**config.mk**
```make
export PLATFORM = sky130hd
export DESIGN_NAME = http_request_line_parser_core
export DESIGN_NICKNAME = d
export VERILOG_FILES = /design/src/hw/rtl/hrlp_pkg.sv /design/src/hw/rtl/hrlp_front.sv /design/src/hw/rtl/hrlp_queue.sv /design/src/hw/rtl/hrlp_back.sv /design/src/hw/rtl/http_request_line_parser_core.sv
export SDC_FILE = /design/constraint.sdc
export NUM_CORES = 1
export LEC_CHECK = 0
export BUFFER_PORTS_ARGS = -buffer_cell sky130_fd_sc_hd__buf_2
export CELL_PAD_IN_SITES_DETAIL_PLACEMENT = 1
export CELL_PAD_IN_SITES_GLOBAL_PLACEMENT = 1
export CORE_MARGIN = 3
export CORE_UTILIZATION = 47
export DETAILED_ROUTE_END_ITERATION = 12
export PLACE_DENSITY_LB_ADDON = 0.1
export RECOVER_POWER = 50
export SLEW_MARGIN = 15
export SYNTH_ARGS = -nofsm -noshare
export SYNTH_HDL_FRONTEND = slang
export SYNTH_SLANG_ARGS = --single-unit
```
**constraint.sdc**
```tcl
create_clock -name clk_i -period 3.4 [get_ports clk_i]
set_input_delay 0 -clock clk_i [delete_from_list [all_inputs] [get_ports clk_i]]
set_output_delay 0 -clock clk_i [all_outputs]
set_load 0.1 [all_outputs]
```
**src/hw/rtl/hrlp_pkg.sv**
```systemverilog
// ----------------------------------------------------------------------------
// hrlp_pkg
// Shared types, character constants and helper functions for the HTTP
// request line parser.
// ----------------------------------------------------------------------------
`timescale 1ns / 1ps
`default_nettype none

package hrlp_pkg;

  localparam int PATH_MAX_DEFAULT    = 256;
  localparam int QUEUE_DEPTH_DEFAULT = 4;

  // Most decoded path bytes that one request byte can release.
  localparam int MAX_PATH_ITEMS = 3;

  localparam logic [7:0] CHAR_PERCENT = 8'h25;
  localparam logic [7:0] CHAR_PLUS    = 8'h2B;
  localparam logic [7:0] CHAR_QUERY   = 8'h3F;
  localparam logic [7:0] CHAR_SPACE   = 8'h20;
  localparam logic [7:0] CHAR_TAB     = 8'h09;
  localparam logic [7:0] CHAR_CR      = 8'h0D;
  localparam logic [7:0] CHAR_LF      = 8'h0A;
  localparam logic [7:0] CHAR_VT      = 8'h0B;
  localparam logic [7:0] CHAR_FF      = 8'h0C;
  localparam logic [7:0] CHAR_NUL     = 8'h00;

  localparam logic ITEM_PATH   = 1'b0;
  localparam logic ITEM_STATUS = 1'b1;

  // Method matcher progress: 0..3 characters of GET seen, then a verdict.
  localparam logic [2:0] MM_NONE    = 3'd0;
  localparam logic [2:0] MM_FULL    = 3'd3;
  localparam logic [2:0] MM_IS_GET  = 3'd4;
  localparam logic [2:0] MM_NOT_GET = 3'd5;

  localparam logic [1:0] ESC_IDLE    = 2'd0;
  localparam logic [1:0] ESC_PERCENT = 2'd1;
  localparam logic [1:0] ESC_DIGIT   = 2'd2;

  typedef enum logic [1:0] {
    PH_METHOD,
    PH_PATH,
    PH_REST,
    PH_DONE
  } phase_e;

  typedef enum logic [1:0] {
    ST_OK,
    ST_NO_SPACE,
    ST_NO_PATH_END
  } status_e;

  // Work handed from the parser to the output side for one request byte.
  typedef struct packed {
    logic [1:0]                          n_path;
    logic [MAX_PATH_ITEMS-1:0][7:0]      path;
    logic                                last;
    status_e                             status;
    logic                                get;
  } pkt_t;

  function automatic logic is_hex(input logic [7:0] c);
    return ((c >= 8'h30) && (c <= 8'h39)) ||
           ((c >= 8'h61) && (c <= 8'h66)) ||
           ((c >= 8'h41) && (c <= 8'h46));
  endfunction

  function automatic logic [3:0] hex_value(input logic [7:0] c);
    logic [7:0] v;
    v = 8'h00;
    if ((c >= 8'h30) && (c <= 8'h39)) begin
      v = c - 8'h30;
    end else if ((c >= 8'h61) && (c <= 8'h66)) begin
      v = c - 8'h57;
    end else if ((c >= 8'h41) && (c <= 8'h46)) begin
      v = c - 8'h37;
    end
    return v[3:0];
  endfunction

  function automatic logic is_method_end(input logic [7:0] c);
    return (c == CHAR_SPACE) || (c == CHAR_TAB) || (c == CHAR_LF) ||
           (c == CHAR_VT) || (c == CHAR_FF) || (c == CHAR_CR) || (c == CHAR_NUL);
  endfunction

  function automatic logic [7:0] get_char(input logic [1:0] idx);
    logic [7:0] r;
    case (idx)
      2'd0:    r = 8'h47;
      2'd1:    r = 8'h45;
      2'd2:    r = 8'h54;
      default: r = 8'h00;
    endcase
    return r;
  endfunction

endpackage

`default_nettype wire

```
**src/hw/rtl/hrlp_front.sv**
```systemverilog
// ----------------------------------------------------------------------------
// hrlp_front
// Parser front end: takes one request byte per transaction, tracks the method
// match, the request line phase and the percent escape, and pushes one work
// packet per byte that releases path bytes or ends the request.
// ----------------------------------------------------------------------------
`timescale 1ns / 1ps
`default_nettype none

module hrlp_front import hrlp_pkg::*; #(
  parameter int PathMax = PATH_MAX_DEFAULT
) (
  input  wire logic       clk_i,
  input  wire logic       rst_ni,
  input  wire logic       in_valid_i,
  output logic            in_ready_o,
  input  wire logic [7:0] request_byte_i,
  input  wire logic       end_of_request_i,
  input  wire logic       full_i,
  output logic            push_o,
  output pkt_t            pkt_o
);

  localparam int LW = $clog2(PathMax + 1);
  localparam logic [LW-1:0] LenMax = LW'(PathMax);

  phase_e      phase_q, phase_d;
  logic [LW-1:0] line_pos_q, line_pos_d;
  logic [LW-1:0] path_len_q, path_len_d;
  logic [2:0]  mm_q, mm_d;
  logic [1:0]  esc_q, esc_d;
  logic [7:0]  held_q, held_d;
  status_e     status_q, status_d;
  logic        get_q, get_d;

  logic        accept;
  logic [1:0]  n_path;
  logic [3:0][7:0] path_bytes;

  assign in_ready_o = !full_i;
  assign accept     = in_valid_i && in_ready_o;

  always_comb begin
    logic [7:0] c;
    logic [1:0] pn;
    logic [3:0][7:0] pb;
    logic       taken;
    c     = request_byte_i;
    pn    = 2'd0;
    pb    = '0;
    taken = 1'b0;

    phase_d    = phase_q;
    line_pos_d = line_pos_q;
    path_len_d = path_len_q;
    mm_d       = mm_q;
    esc_d      = esc_q;
    held_d     = held_q;
    status_d   = status_q;
    get_d      = get_q;

    // Method token against GET.
    if (mm_q < MM_IS_GET) begin
      if (is_method_end(c)) begin
        mm_d  = (mm_q == MM_FULL) ? MM_IS_GET : MM_NOT_GET;
        get_d = (mm_q == MM_FULL);
      end else if ((mm_q < MM_FULL) && (c == get_char(mm_q[1:0]))) begin
        mm_d = mm_q + 3'd1;
      end else begin
        mm_d = MM_NOT_GET;
      end
    end

    if (phase_q != PH_DONE) begin
      if ((line_pos_q >= LenMax) || (c == CHAR_CR) || (c == CHAR_LF) || (c == CHAR_NUL)) begin
        case (phase_q)
          PH_METHOD: status_d = ST_NO_SPACE;
          PH_PATH:   status_d = ST_NO_PATH_END;
          PH_REST:   status_d = ST_OK;
          default:   status_d = status_q;
        endcase
        esc_d   = ESC_IDLE;
        phase_d = PH_DONE;
      end else begin
        line_pos_d = line_pos_q + LW'(1);
        case (phase_q)
          PH_METHOD: begin
            if (c == CHAR_SPACE) begin
              phase_d = PH_PATH;
            end
          end
          PH_PATH: begin
            if ((c == CHAR_SPACE) || (c == CHAR_QUERY)) begin
              // An escape still open at the path end goes out literally.
              if (esc_q == ESC_PERCENT) begin
                pb[pn] = CHAR_PERCENT;
                pn     = pn + 2'd1;
              end else if (esc_q == ESC_DIGIT) begin
                pb[pn] = CHAR_PERCENT;
                pn     = pn + 2'd1;
                pb[pn] = held_q;
                pn     = pn + 2'd1;
              end
              esc_d   = ESC_IDLE;
              phase_d = PH_REST;
            end else begin
              path_len_d = path_len_q + LW'(1);
              if (path_len_d >= LenMax) begin
                status_d = ST_NO_PATH_END;
                esc_d    = ESC_IDLE;
                phase_d  = PH_DONE;
              end else begin
                if (esc_q == ESC_PERCENT) begin
                  if (is_hex(c)) begin
                    held_d = c;
                    esc_d  = ESC_DIGIT;
                    taken  = 1'b1;
                  end else begin
                    pb[pn] = CHAR_PERCENT;
                    pn     = pn + 2'd1;
                  end
                end else if (esc_q == ESC_DIGIT) begin
                  if (is_hex(c)) begin
                    pb[pn] = {hex_value(held_q), hex_value(c)};
                    pn     = pn + 2'd1;
                    esc_d  = ESC_IDLE;
                    taken  = 1'b1;
                  end else begin
                    pb[pn] = CHAR_PERCENT;
                    pn     = pn + 2'd1;
                    pb[pn] = held_q;
                    pn     = pn + 2'd1;
                  end
                end
                if (!taken) begin
                  esc_d = ESC_IDLE;
                  if (c == CHAR_PERCENT) begin
                    esc_d = ESC_PERCENT;
                  end else if (c == CHAR_PLUS) begin
                    pb[pn] = CHAR_SPACE;
                    pn     = pn + 2'd1;
                  end else begin
                    pb[pn] = c;
                    pn     = pn + 2'd1;
                  end
                end
              end
            end
          end
          default: ;
        endcase
      end
    end

    if (end_of_request_i) begin
      if (phase_d != PH_DONE) begin
        case (phase_d)
          PH_METHOD: status_d = ST_NO_SPACE;
          PH_PATH:   status_d = ST_NO_PATH_END;
          default:   status_d = ST_OK;
        endcase
        phase_d = PH_DONE;
      end
      if (mm_d < MM_IS_GET) begin
        get_d = (mm_d == MM_FULL);
      end
      // Path bytes of a failed request are dropped at its final byte.
      if (status_d != ST_OK) begin
        pn = 2'd0;
      end
    end

    n_path     = pn;
    path_bytes = pb;
  end

  always_comb begin
    pkt_o.n_path = n_path;
    pkt_o.path   = path_bytes[MAX_PATH_ITEMS-1:0];
    pkt_o.last   = end_of_request_i;
    pkt_o.status = end_of_request_i ? status_d : ST_OK;
    pkt_o.get    = end_of_request_i ? get_d : 1'b0;
    push_o       = accept && ((n_path != 2'd0) || end_of_request_i);
  end

  always_ff @(posedge clk_i or negedge rst_ni) begin
    if (!rst_ni) begin
      phase_q    <= PH_METHOD;
      line_pos_q <= '0;
      path_len_q <= '0;
      mm_q       <= MM_NONE;
      esc_q      <= ESC_IDLE;
      held_q     <= '0;
      status_q   <= ST_OK;
      get_q      <= 1'b0;
    end else if (accept) begin
      if (end_of_request_i) begin
        phase_q    <= PH_METHOD;
        line_pos_q <= '0;
        path_len_q <= '0;
        mm_q       <= MM_NONE;
        esc_q      <= ESC_IDLE;
        held_q     <= '0;
        status_q   <= ST_OK;
        get_q      <= 1'b0;
      end else begin
        phase_q    <= phase_d;
        line_pos_q <= line_pos_d;
        path_len_q <= path_len_d;
        mm_q       <= mm_d;
        esc_q      <= esc_d;
        held_q     <= held_d;
        status_q   <= status_d;
        get_q      <= get_d;
      end
    end
  end

  // A failed request never carries path bytes on its final packet.
  assert property (@(posedge clk_i) disable iff (!rst_ni)
    (push_o && pkt_o.last && (pkt_o.status != ST_OK)) |-> (pkt_o.n_path == 2'd0))
    else $error("error status packet carries path bytes");

  // The final byte returns the parser to the start of a new request.
  assert property (@(posedge clk_i) disable iff (!rst_ni)
    (accept && end_of_request_i) |=>
      ((phase_q == PH_METHOD) && (line_pos_q == '0) && (mm_q == MM_NONE)))
    else $error("parser state not cleared after final byte");

  // Once the line is over, only the final byte leaves the done phase.
  assert property (@(posedge clk_i) disable iff (!rst_ni)
    ((phase_q == PH_DONE) && !(accept && end_of_request_i)) |=> (phase_q == PH_DONE))
    else $error("left done phase without final byte");

endmodule

`default_nettype wire

```
**src/hw/rtl/hrlp_queue.sv**
```systemverilog
// ----------------------------------------------------------------------------
// hrlp_queue
// Short first-in first-out queue of work packets between the parser front
// end and the output side.
// ----------------------------------------------------------------------------
`timescale 1ns / 1ps
`default_nettype none

module hrlp_queue import hrlp_pkg::*; #(
  parameter int Depth = QUEUE_DEPTH_DEFAULT
) (
  input  wire logic clk_i,
  input  wire logic rst_ni,
  input  wire logic push_i,
  input  pkt_t      push_pkt_i,
  output logic      full_o,
  input  wire logic pop_i,
  output logic      head_valid_o,
  output pkt_t      head_pkt_o
);

  localparam int AW = (Depth > 1) ? $clog2(Depth) : 1;
  localparam int CW = $clog2(Depth + 1);
  localparam logic [AW-1:0] LastIdx = AW'(Depth - 1);
  localparam logic [CW-1:0] CntFull = CW'(Depth);

  pkt_t          mem_q [Depth];
  logic [AW-1:0] wr_q, wr_d;
  logic [AW-1:0] rd_q, rd_d;
  logic [CW-1:0] cnt_q, cnt_d;
  logic          do_push, do_pop;

  assign full_o       = (cnt_q == CntFull);
  assign head_valid_o = (cnt_q != '0);
  assign head_pkt_o   = mem_q[rd_q];
  assign do_push      = push_i && !full_o;
  assign do_pop       = pop_i && head_valid_o;

  always_comb begin
    wr_d  = do_push ? ((wr_q == LastIdx) ? '0 : wr_q + AW'(1)) : wr_q;
    rd_d  = do_pop ? ((rd_q == LastIdx) ? '0 : rd_q + AW'(1)) : rd_q;
    cnt_d = cnt_q;
    if (do_push && !do_pop) begin
      cnt_d = cnt_q + CW'(1);
    end else if (!do_push && do_pop) begin
      cnt_d = cnt_q - CW'(1);
    end
  end

  always_ff @(posedge clk_i or negedge rst_ni) begin
    if (!rst_ni) begin
      wr_q  <= '0;
      rd_q  <= '0;
      cnt_q <= '0;
    end else begin
      wr_q  <= wr_d;
      rd_q  <= rd_d;
      cnt_q <= cnt_d;
    end
  end

  always_ff @(posedge clk_i) begin
    if (do_push) begin
      mem_q[wr_q] <= push_pkt_i;
    end
  end

endmodule

`default_nettype wire

```
**src/hw/rtl/hrlp_back.sv**
```systemverilog
// ----------------------------------------------------------------------------
// hrlp_back
// Output side: walks the packet at the head of the queue and presents its path
// bytes, then its status item if it ends a request, one per cycle while out_ready_i allows, from an output register.
// ----------------------------------------------------------------------------
`timescale 1ns / 1ps
`default_nettype none

module hrlp_back import hrlp_pkg::*; (
  input  wire logic clk_i,
  input  wire logic rst_ni,
  input  wire logic head_valid_i,
  input  pkt_t      head_pkt_i,
  output logic      pop_o,
  output logic      out_valid_o,
  input  wire logic out_ready_i,
  output logic       item_kind_o,
  output logic [7:0] path_byte_o,
  output logic [1:0] parse_status_o,
  output logic       method_is_get_o,
  output logic       last_item_o
);

  logic       out_valid_q, out_valid_d;
  logic       kind_q, kind_d;
  logic [7:0] byte_q, byte_d;
  logic [1:0] status_q, status_d;
  logic       get_q, get_d;
  logic       last_q, last_d;
  logic [1:0] idx_q, idx_d;
  logic       load;
  logic [2:0] total;

  assign total = {1'b0, head_pkt_i.n_path} + {2'b00, head_pkt_i.last};
  assign load  = head_valid_i && (!out_valid_q || out_ready_i);
  assign pop_o = load && (({1'b0, idx_q} + 3'd1) == total);

  always_comb begin
    out_valid_d = out_valid_q;
    kind_d      = kind_q;
    byte_d      = byte_q;
    status_d    = status_q;
    get_d       = get_q;
    last_d      = last_q;
    idx_d       = idx_q;
    if (load) begin
      out_valid_d = 1'b1;
      idx_d       = pop_o ? 2'd0 : idx_q + 2'd1;
      if (idx_q < head_pkt_i.n_path) begin
        kind_d   = ITEM_PATH;
        byte_d   = head_pkt_i.path[idx_q];
        status_d = ST_OK;
        get_d    = 1'b0;
        last_d   = 1'b0;
      end else begin
        kind_d   = ITEM_STATUS;
        byte_d   = 8'h00;
        status_d = head_pkt_i.status;
        get_d    = head_pkt_i.get;
        last_d   = 1'b1;
      end
    end else if (out_ready_i) begin
      out_valid_d = 1'b0;
    end
  end

  always_ff @(posedge clk_i or negedge rst_ni) begin
    if (!rst_ni) begin
      out_valid_q <= 1'b0;
      idx_q       <= 2'd0;
    end else begin
      out_valid_q <= out_valid_d;
      idx_q       <= idx_d;
    end
  end

  always_ff @(posedge clk_i) begin
    kind_q   <= kind_d;
    byte_q   <= byte_d;
    status_q <= status_d;
    get_q    <= get_d;
    last_q   <= last_d;
  end

  assign out_valid_o     = out_valid_q;
  assign item_kind_o     = kind_q;
  assign path_byte_o     = byte_q;
  assign parse_status_o  = status_q;
  assign method_is_get_o = get_q;
  assign last_item_o     = last_q;

  // The cursor stays inside a packet and is back at zero when nothing waits.
  assert property (@(posedge clk_i) disable iff (!rst_ni)
    (idx_q != 2'd3) && (head_valid_i || (idx_q == 2'd0)))
    else $error("packet cursor out of range");

  // A packet leaves the queue only when its last item is loaded.
  assert property (@(posedge clk_i) disable iff (!rst_ni)
    pop_o |-> (head_valid_i && (total != 3'd0)))
    else $error("pop without a complete packet");

endmodule

`default_nettype wire

```
**src/hw/rtl/http_request_line_parser_core.sv**
```systemverilog
// ----------------------------------------------------------------------------
// http_request_line_parser_core
// HTTP request line parser: checks the method for GET, extracts and
// percent-decodes the path, and ends each request with a status item.
// ----------------------------------------------------------------------------
//   Channel  Dir  Handshake                Payload
//   input    in   in_valid_i / in_ready_o  request_byte_i, end_of_request_i
//   output   out  out_valid_o / out_ready_i item_kind_o, path_byte_o,
//                                          parse_status_o, method_is_get_o,
//                                          last_item_o
//
// One request byte is taken per cycle while the packet queue has room.
// The output register gives one item per cycle while out_ready_i allows; a byte
// that releases two or three items keeps the output side on its packet until all have gone out.
// The queue of QueueDepth packets lets input and output stall independently.
// After reset the parser is ready at once; there is no clearing pass.
// ----------------------------------------------------------------------------
`timescale 1ns / 1ps
`default_nettype none

module http_request_line_parser_core import hrlp_pkg::*; #(
  parameter int PathMax    = PATH_MAX_DEFAULT,
  parameter int QueueDepth = QUEUE_DEPTH_DEFAULT
) (
  input  wire logic       clk_i,
  input  wire logic       rst_ni,
  input  wire logic       in_valid_i,
  output logic            in_ready_o,
  input  wire logic [7:0] request_byte_i,
  input  wire logic       end_of_request_i,
  output logic            out_valid_o,
  input  wire logic       out_ready_i,
  output logic            item_kind_o,
  output logic [7:0]      path_byte_o,
  output logic [1:0]      parse_status_o,
  output logic            method_is_get_o,
  output logic            last_item_o
);

  logic push, full, pop, head_valid;
  pkt_t push_pkt, head_pkt;

  hrlp_front #(
    .PathMax(PathMax)
  ) u_front (
    .clk_i           (clk_i),
    .rst_ni          (rst_ni),
    .in_valid_i      (in_valid_i),
    .in_ready_o      (in_ready_o),
    .request_byte_i  (request_byte_i),
    .end_of_request_i(end_of_request_i),
    .full_i          (full),
    .push_o          (push),
    .pkt_o           (push_pkt)
  );

  hrlp_queue #(
    .Depth(QueueDepth)
  ) u_queue (
    .clk_i       (clk_i),
    .rst_ni      (rst_ni),
    .push_i      (push),
    .push_pkt_i  (push_pkt),
    .full_o      (full),
    .pop_i       (pop),
    .head_valid_o(head_valid),
    .head_pkt_o  (head_pkt)
  );

  hrlp_back u_back (
    .clk_i          (clk_i),
    .rst_ni         (rst_ni),
    .head_valid_i   (head_valid),
    .head_pkt_i     (head_pkt),
    .pop_o          (pop),
    .out_valid_o    (out_valid_o),
    .out_ready_i    (out_ready_i),
    .item_kind_o    (item_kind_o),
    .path_byte_o    (path_byte_o),
    .parse_status_o (parse_status_o),
    .method_is_get_o(method_is_get_o),
    .last_item_o    (last_item_o)
  );

endmodule

`default_nettype wire
```
* Yosys cells after proc, flatten, opt, wreduce, memory -nomap -nowiden
Memories as Yosys holds them, arrays and structs flattened. Cells that the tools add are included.
Word-level totals: output and inout bits 15, memories 1, input bits 13, word-level logic and storage cells 280, bits in read-only memories 0, flip-flop bits (word level) 58, latch bits 0, memory bits (writable) 120
Memories:
- u_queue.mem_q | words 4, bits a word 30, read ports 1, clocked after memory_dff 0, wr ports 1, line hrlp_queue.sv:27 | pkt_t mem_q [Depth];
Cells by class: bitwise gates (word level) 3, reductions and logical operators 52, shifts and indexed selects 0, $add $sub $neg 17, $mul 0, equality and inequality tests 31, magnitude comparators 21, div/mod/pow operators 0, muxes and demuxes 138
Operators by type and width (number):
- $mux 8 | 29
- $mux 24 | 7
- $mux 2 | 49
- $mux 9 | 8
- $mux 16 | 3
- $eq 8x4->1 const B | 5
- $bwmux 32 | 1
- $eq 8x6->1 const B | 4
- $ge 8x7->1 const B | 4
- $le 8x7->1 const B | 4
- $mux 4 | 6
- $mux 1 | 22
- $and 14x21->21 | 1
- $not 21->21 | 1
- $pmux 7 s3 | 1
- $add 9x1->9 const B | 2
- $ge 9x9->1 const B | 2
- $mux 3 | 6
- $bmux 8 s2 | 1
- $demux 8 s2 | 1
- $ge 8x6->1 const B | 2
- $le 8x6->1 const B | 2
- $logic_and 1x1->1 | 16
- $reduce_bool 2->1 | 8
- other kinds (34) | 77

* Logic depth before layout (Yosys ltp)
depth in word-level cells 30, depth in mapped cells 14, depth with buffers taken out 13

* Modules after synthesis
Synthesis repeated with hierarchy kept, for this count alone.
Second synthesis, totals: cell total of the unflattened synthesis 636, area, all modules 8784.7 um^2
By module, submodules not included:
- hrlp_queue | cells each 194, area an instance 4842.1 um^2, instances 1
- hrlp_front | cells each 367, area an instance 3104.2 um^2, instances 1
- hrlp_back | cells each 75, area an instance 838.3 um^2, instances 1

* Worst setup path before layout
No wires, ideal clock.
kind register to register, start register u_queue.rd_q[0], end register u_queue.cnt_q[1], period minus slack after synthesis 3.717 ns, setup slack -0.317 ns, stages on the path, launching flop included 13, setup time 0.125 ns, path buffers 2, arrival 3.592 ns, data required time 3.275 ns, path through dfrtp_1 > clkbuf_1 > clkbuf_1 > mux4_2 > ha_1 > ha_1 > xor2_1 > nor3_1 > nand2_1 > ha_1 > inv_1 > fa_1 > mux2_2
Between the ends: cells in the longest elaborated chain, start to end 8, elaborated cells between the ends (all ways) 10, classes of those cells 1 x add/sub; 1 x eq/ne; 1 x mux; 6 x reduce/logical; 1 x memory
Ends and longest elaborated chain:
- start, declared | line hrlp_queue.sv:29 | logic [AW-1:0] rd_q, rd_d;
- start signal, assigned | line hrlp_queue.sv:57 | rd_q <= rd_d;
- $mem_v2 4x30
- $add 2x1->3 | line hrlp_back.sv:34 | assign total = {1'b0, head_pkt_i.n_path} + {2'b00, head_pkt_i.last};
- $eq 3x3->1 | line hrlp_back.sv:36 | assign pop_o = load && (({1'b0, idx_q} + 3'd1) == total);
- $logic_and 1x1->1 | line hrlp_back.sv:36
- $logic_and 1x1->1 | line hrlp_queue.sv:37 | assign do_pop = pop_i && head_valid_o;
- $logic_not 1->1 | line hrlp_queue.sv:43 | if (do_push && !do_pop) begin
- $logic_and 1x1->1 | line hrlp_queue.sv:43
- $mux 3 | line hrlp_queue.sv:43
- via u_queue.cnt_d[1] | line hrlp_queue.sv:30 | logic [CW-1:0] cnt_q, cnt_d;
- end signal, assigned | line hrlp_queue.sv:58 | cnt_q <= cnt_d;
- end, declared | line hrlp_queue.sv:30
The timed path passes the listed nets, and every way through them passes these cells. A chain may end at the register's enable or synchronous reset.

* Worst setup path in the final report
start register u_queue.rd_q[0], end register u_queue.cnt_q[2]
Between the ends: cells in the longest elaborated chain, start to end 8, elaborated cells between the ends (all ways) 10, classes of those cells 1 x add/sub; 1 x eq/ne; 1 x mux; 6 x reduce/logical; 1 x memory
Ends and longest elaborated chain (line):
- $mem_v2 4x30 (*)
- $add 2x1->3 (*) | hrlp_back.sv:34
- $eq 3x3->1 (*) | hrlp_back.sv:36
- $logic_and 1x1->1 (*) | hrlp_back.sv:36
- $logic_and 1x1->1 (*) | hrlp_queue.sv:37
- $logic_not 1->1 | hrlp_queue.sv:43
- $logic_and 1x1->1 | hrlp_queue.sv:43
- $mux 3 or $reduce_bool 2->1 (tied branches)
Mark *: on every way between the ends. The rest lies on a longest branch, timed or not.

==> reports/qor.txt <==
Status - complete, but fails checks
Failing checks - max-capacitance violations, max-slew violations
P_leak - 3.663 nW
Top Layer Used - met4
Via count - 5663
Synth-to-Final Area Change - 14.75%
Worst slack, placed - 0.1139 ns
Worst hold slack - 0.05383 ns
# DRC - 0
First-pass GRT wire length - 34.91 mm
Initial antenna violation count - 0
F_max - 0.3064 GHz
CTS tree - yes
Post-synth cell types - 68
Later-pin clock latency in the skew report - 0.44 ns
Total global routing overflow - 0
DR vias/cell - 6.037
Final Hold Fails - 0
Drt wl/cell - 23.08 um
Fraction of layout cells with a size suffix above 1 - 17.25%
H-Tree Depth - 4
Minimum clock period - 3.264 ns
Area after DPL - 9191 um2
Setup-failing EPs final - 0
MaxCap Viol Count - 1
Die width - 141.5 um
CP required - 3.77 ns
Post-synth EDFFs - 132
Routed Antenna Nets - 0
GRT Overall Usage - 22.84%
Post-synthesis sequential area ratio - 59.28%
Cell Rows - 48
Worst Path Max Fanout - 6
DIE AREA - 20020 um2
Synthesized net count - 687
Clock skew - 0.01490 ns
PD cells - 769.4 nW/um2
Synthesized flop and latch total - 178
Final instance area - 9901 um2
Peak VDD IR - 748.3 uV
CTS buffer count - 17
DRT Pass-1 Iters - 5
Arr. time, crit path - 3.63 ns
GPL Wtd Cong - 0.8629
Port bufs - 27
Largest net degree at the start of global routing - 47
Met3 WL - 723 um
Final WL - 21.65 mm
Total power draw - 0.007618 W
Synth warn - 0
Startpoint types - flip-flop
Setup WS post-layout - 0.1364 ns
Met1 wire length - 9.258 mm
Worst min-delay path category - in2reg
Met2 WL - 11.18 mm
I/O pins - 28
Clock buffer depth - 2
Dpl hpwl - 14.74 mm
Crit. End Element - flip-flop
Clock-pin slew on the worst setup and hold paths - 0.08 ns
Synth Instances - 645
Mapped cell area - 8628 um2
Setup CP Type - reg2reg
Slew Limit Fails - 47
CTS root buffer - clkbuf_16
Die Y-Extent - 141.5 um
Rel. slew slack - -77.29%
Drt initial violations - 387
Clock sinks - 178
FFs w/ async S/R, synth - 25.84%
Slew @ Worst Pin - 2.659 ns
Synth Flop Type - edfxtp_1
Antenna cells - 0
Core box area - 17660 um2
Mapped Avg Cell Area - 13.38 um2
Initial Util - 48.87%
Vias in the first global route - 6271
Final worst path period share - 95.99%
# nets final - 742
[where the power goes]
group / switching, W / total, W / internal, W / leakage [nW]
Sequential: 0.000174 / 0.00290 / 0.00273 / 1.85
Combinational: 0.00172 / 0.00261 / 0.000888 / 1.50
Clock: 0.000915 / 0.00211 / 0.00120 / 0.311
[per-layer routing]
metal  up-vias  global-route usage, %
met3        39                  4.011
met4         0                  7.424
met2       121                  39.88
met1      2934                  29.09
met5         -                      0
li1       2569                      -
[what timing repair did]
action	in CTS	in global routing
endpoints found under the hold margin	56	0
setup endpoints to repair	0	2
gates resized for setup	0	7
setup buffers	0	1
hold buffers	8	0
[sequential cells by signal, summed over array words and instances (netlist names), 2 cells and up]
name / cells
u_front.phase_q: 2
u_front.status_q: 2
u_front.esc_q: 2
u_back.path_byte_o: 8
u_queue.rd_q: 2
u_back.idx_q: 2
u_back.parse_status_o: 2
u_queue.cnt_q: 3
u_front.held_q: 8
u_queue.mem_q: 120
u_front.path_len_q: 9
u_front.line_pos_q: 9
u_front.mm_q: 3
u_queue.wr_q: 2
[critical path, cell delays in order (launching register included)]
cell and delay (ns):
dfrtp_2 0.45, mux4_2 0.56, ha_1 0.21, ha_1 0.28, xor2_1 0.21, nor3_2 0.09
nand2_1 0.17, ha_2 0.24, inv_1 0.06, fa_1 0.45, xor2_1 0.18, nor2_1 0.13
xor2_1 0.16
[cells in the final DEF (no fill, tap or decap), types with 4 or more instances in the layout]
cell / netlist / routed
inv_8: 0 / 4
nand4_1: 9 / 9
a21oi_1: 25 / 26
clkbuf_16: 0 / 17
mux2i_1: 10 / 10
nor2_1: 38 / 37
clkbuf_1: 22 / 21
nor2b_1: 8 / 8
buf_12: 0 / 4
buf_2: 2 / 11
edfxtp_1: 132 / 132
and2_0: 2 / 10
o21ai_0: 23 / 23
a21o_1: 5 / 5
nand2_1: 36 / 36
xor2_1: 15 / 15
nand2b_1: 6 / 6
nand3_1: 14 / 14
a22o_1: 15 / 15
o21a_1: 5 / 5
and3_1: 7 / 7
dlygate4sd3_1: 0 / 8
inv_1: 32 / 32
ha_1: 28 / 26
and2_1: 18 / 10
xnor2_1: 9 / 9
nor3_1: 16 / 14
a31oi_1: 7 / 7
o22ai_1: 11 / 11
dfrtp_1: 46 / 45
nand3b_1: 4 / 4
buf_4: 1 / 22
nor4_1: 8 / 8
mux4_2: 30 / 30
[final cells by class]
class                   instances  area [um2]
inverters                      32       120.1
flip-flops and latches        178        5116
clock buffers                  17       425.4
multi-input cells             404        3272
clock inverters                15       219.0
well taps                     225       281.5
fillers                      1751        7756
repair buffers                 67       466.7
[through the flow]
step | TNS (ns) | std cells | util [%]
floorplan | 0 | 645 | -
detailed placement | 0 | 897 | 52.05
global route | -0.05976 | 938 | 56.07
finish | 0 | 938 | 56.07
CTS | 0 | 937 | 56.16
global placement | 0 | 897 | 52.05
[kinds of logic (layout without fill, tap and decap cells)]
logic type               Yosys count  count (layout)  synth area share [%]
AO/OA/AOI/OAI                    118             118                 9.499
XOR/XNOR                          24              24                 2.436
buffers and inverters             63             131                 2.987
AND/OR/NAND/NOR                  188             188                 11.78
flip-flops                       178             178                 59.28
multiplexers                      45              45                 9.730
adder cells (fa/ha/maj)           29              29                 4.292
[synth_stat cells, types with 10 or more instances]
cell type	number	area, um2
edfxtp_1	132	3964
dfrtp_1	46	1151
nor2_1	38	142.6
nand2_1	36	135.1
inv_1	32	120.1
mux4_2	30	675.7
ha_1	28	350.3
a21oi_1	25	125.1
o21ai_0	23	115.1
clkbuf_1	22	82.58
and2_1	18	112.6
nor3_1	16	80.08
a22o_1	15	131.4
xor2_1	15	131.4
nand3_1	14	70.07
o22ai_1	11	68.82
mux2i_1	10	100.1
[path summary, 6_finish.rpt]
| path | from | endpoint | slack, ns | cells past startpoint |
|---|---|---|---|---|
| worst max-delay path | u_queue.rd_q[0] | u_queue.cnt_q[2] | 0.14 | 12 |
| worst max register to register | u_queue.rd_q[0] | u_queue.cnt_q[2] | 0.14 | 12 |
| max in group asynchronous | rst_ni | u_queue.rd_q[0] | 0.67 | 3 |
| worst min-delay path | request_byte_i[3] | u_front.held_q[3] | 0.05 | 2 |
| worst min register to register | u_back.out_valid_o | u_back.out_valid_o | 0.50 | 2 |
| min in group asynchronous | rst_ni | u_front.line_pos_q[4] | 1.02 | 3 |
No activity file was read; power rests on OpenSTA's default activity.
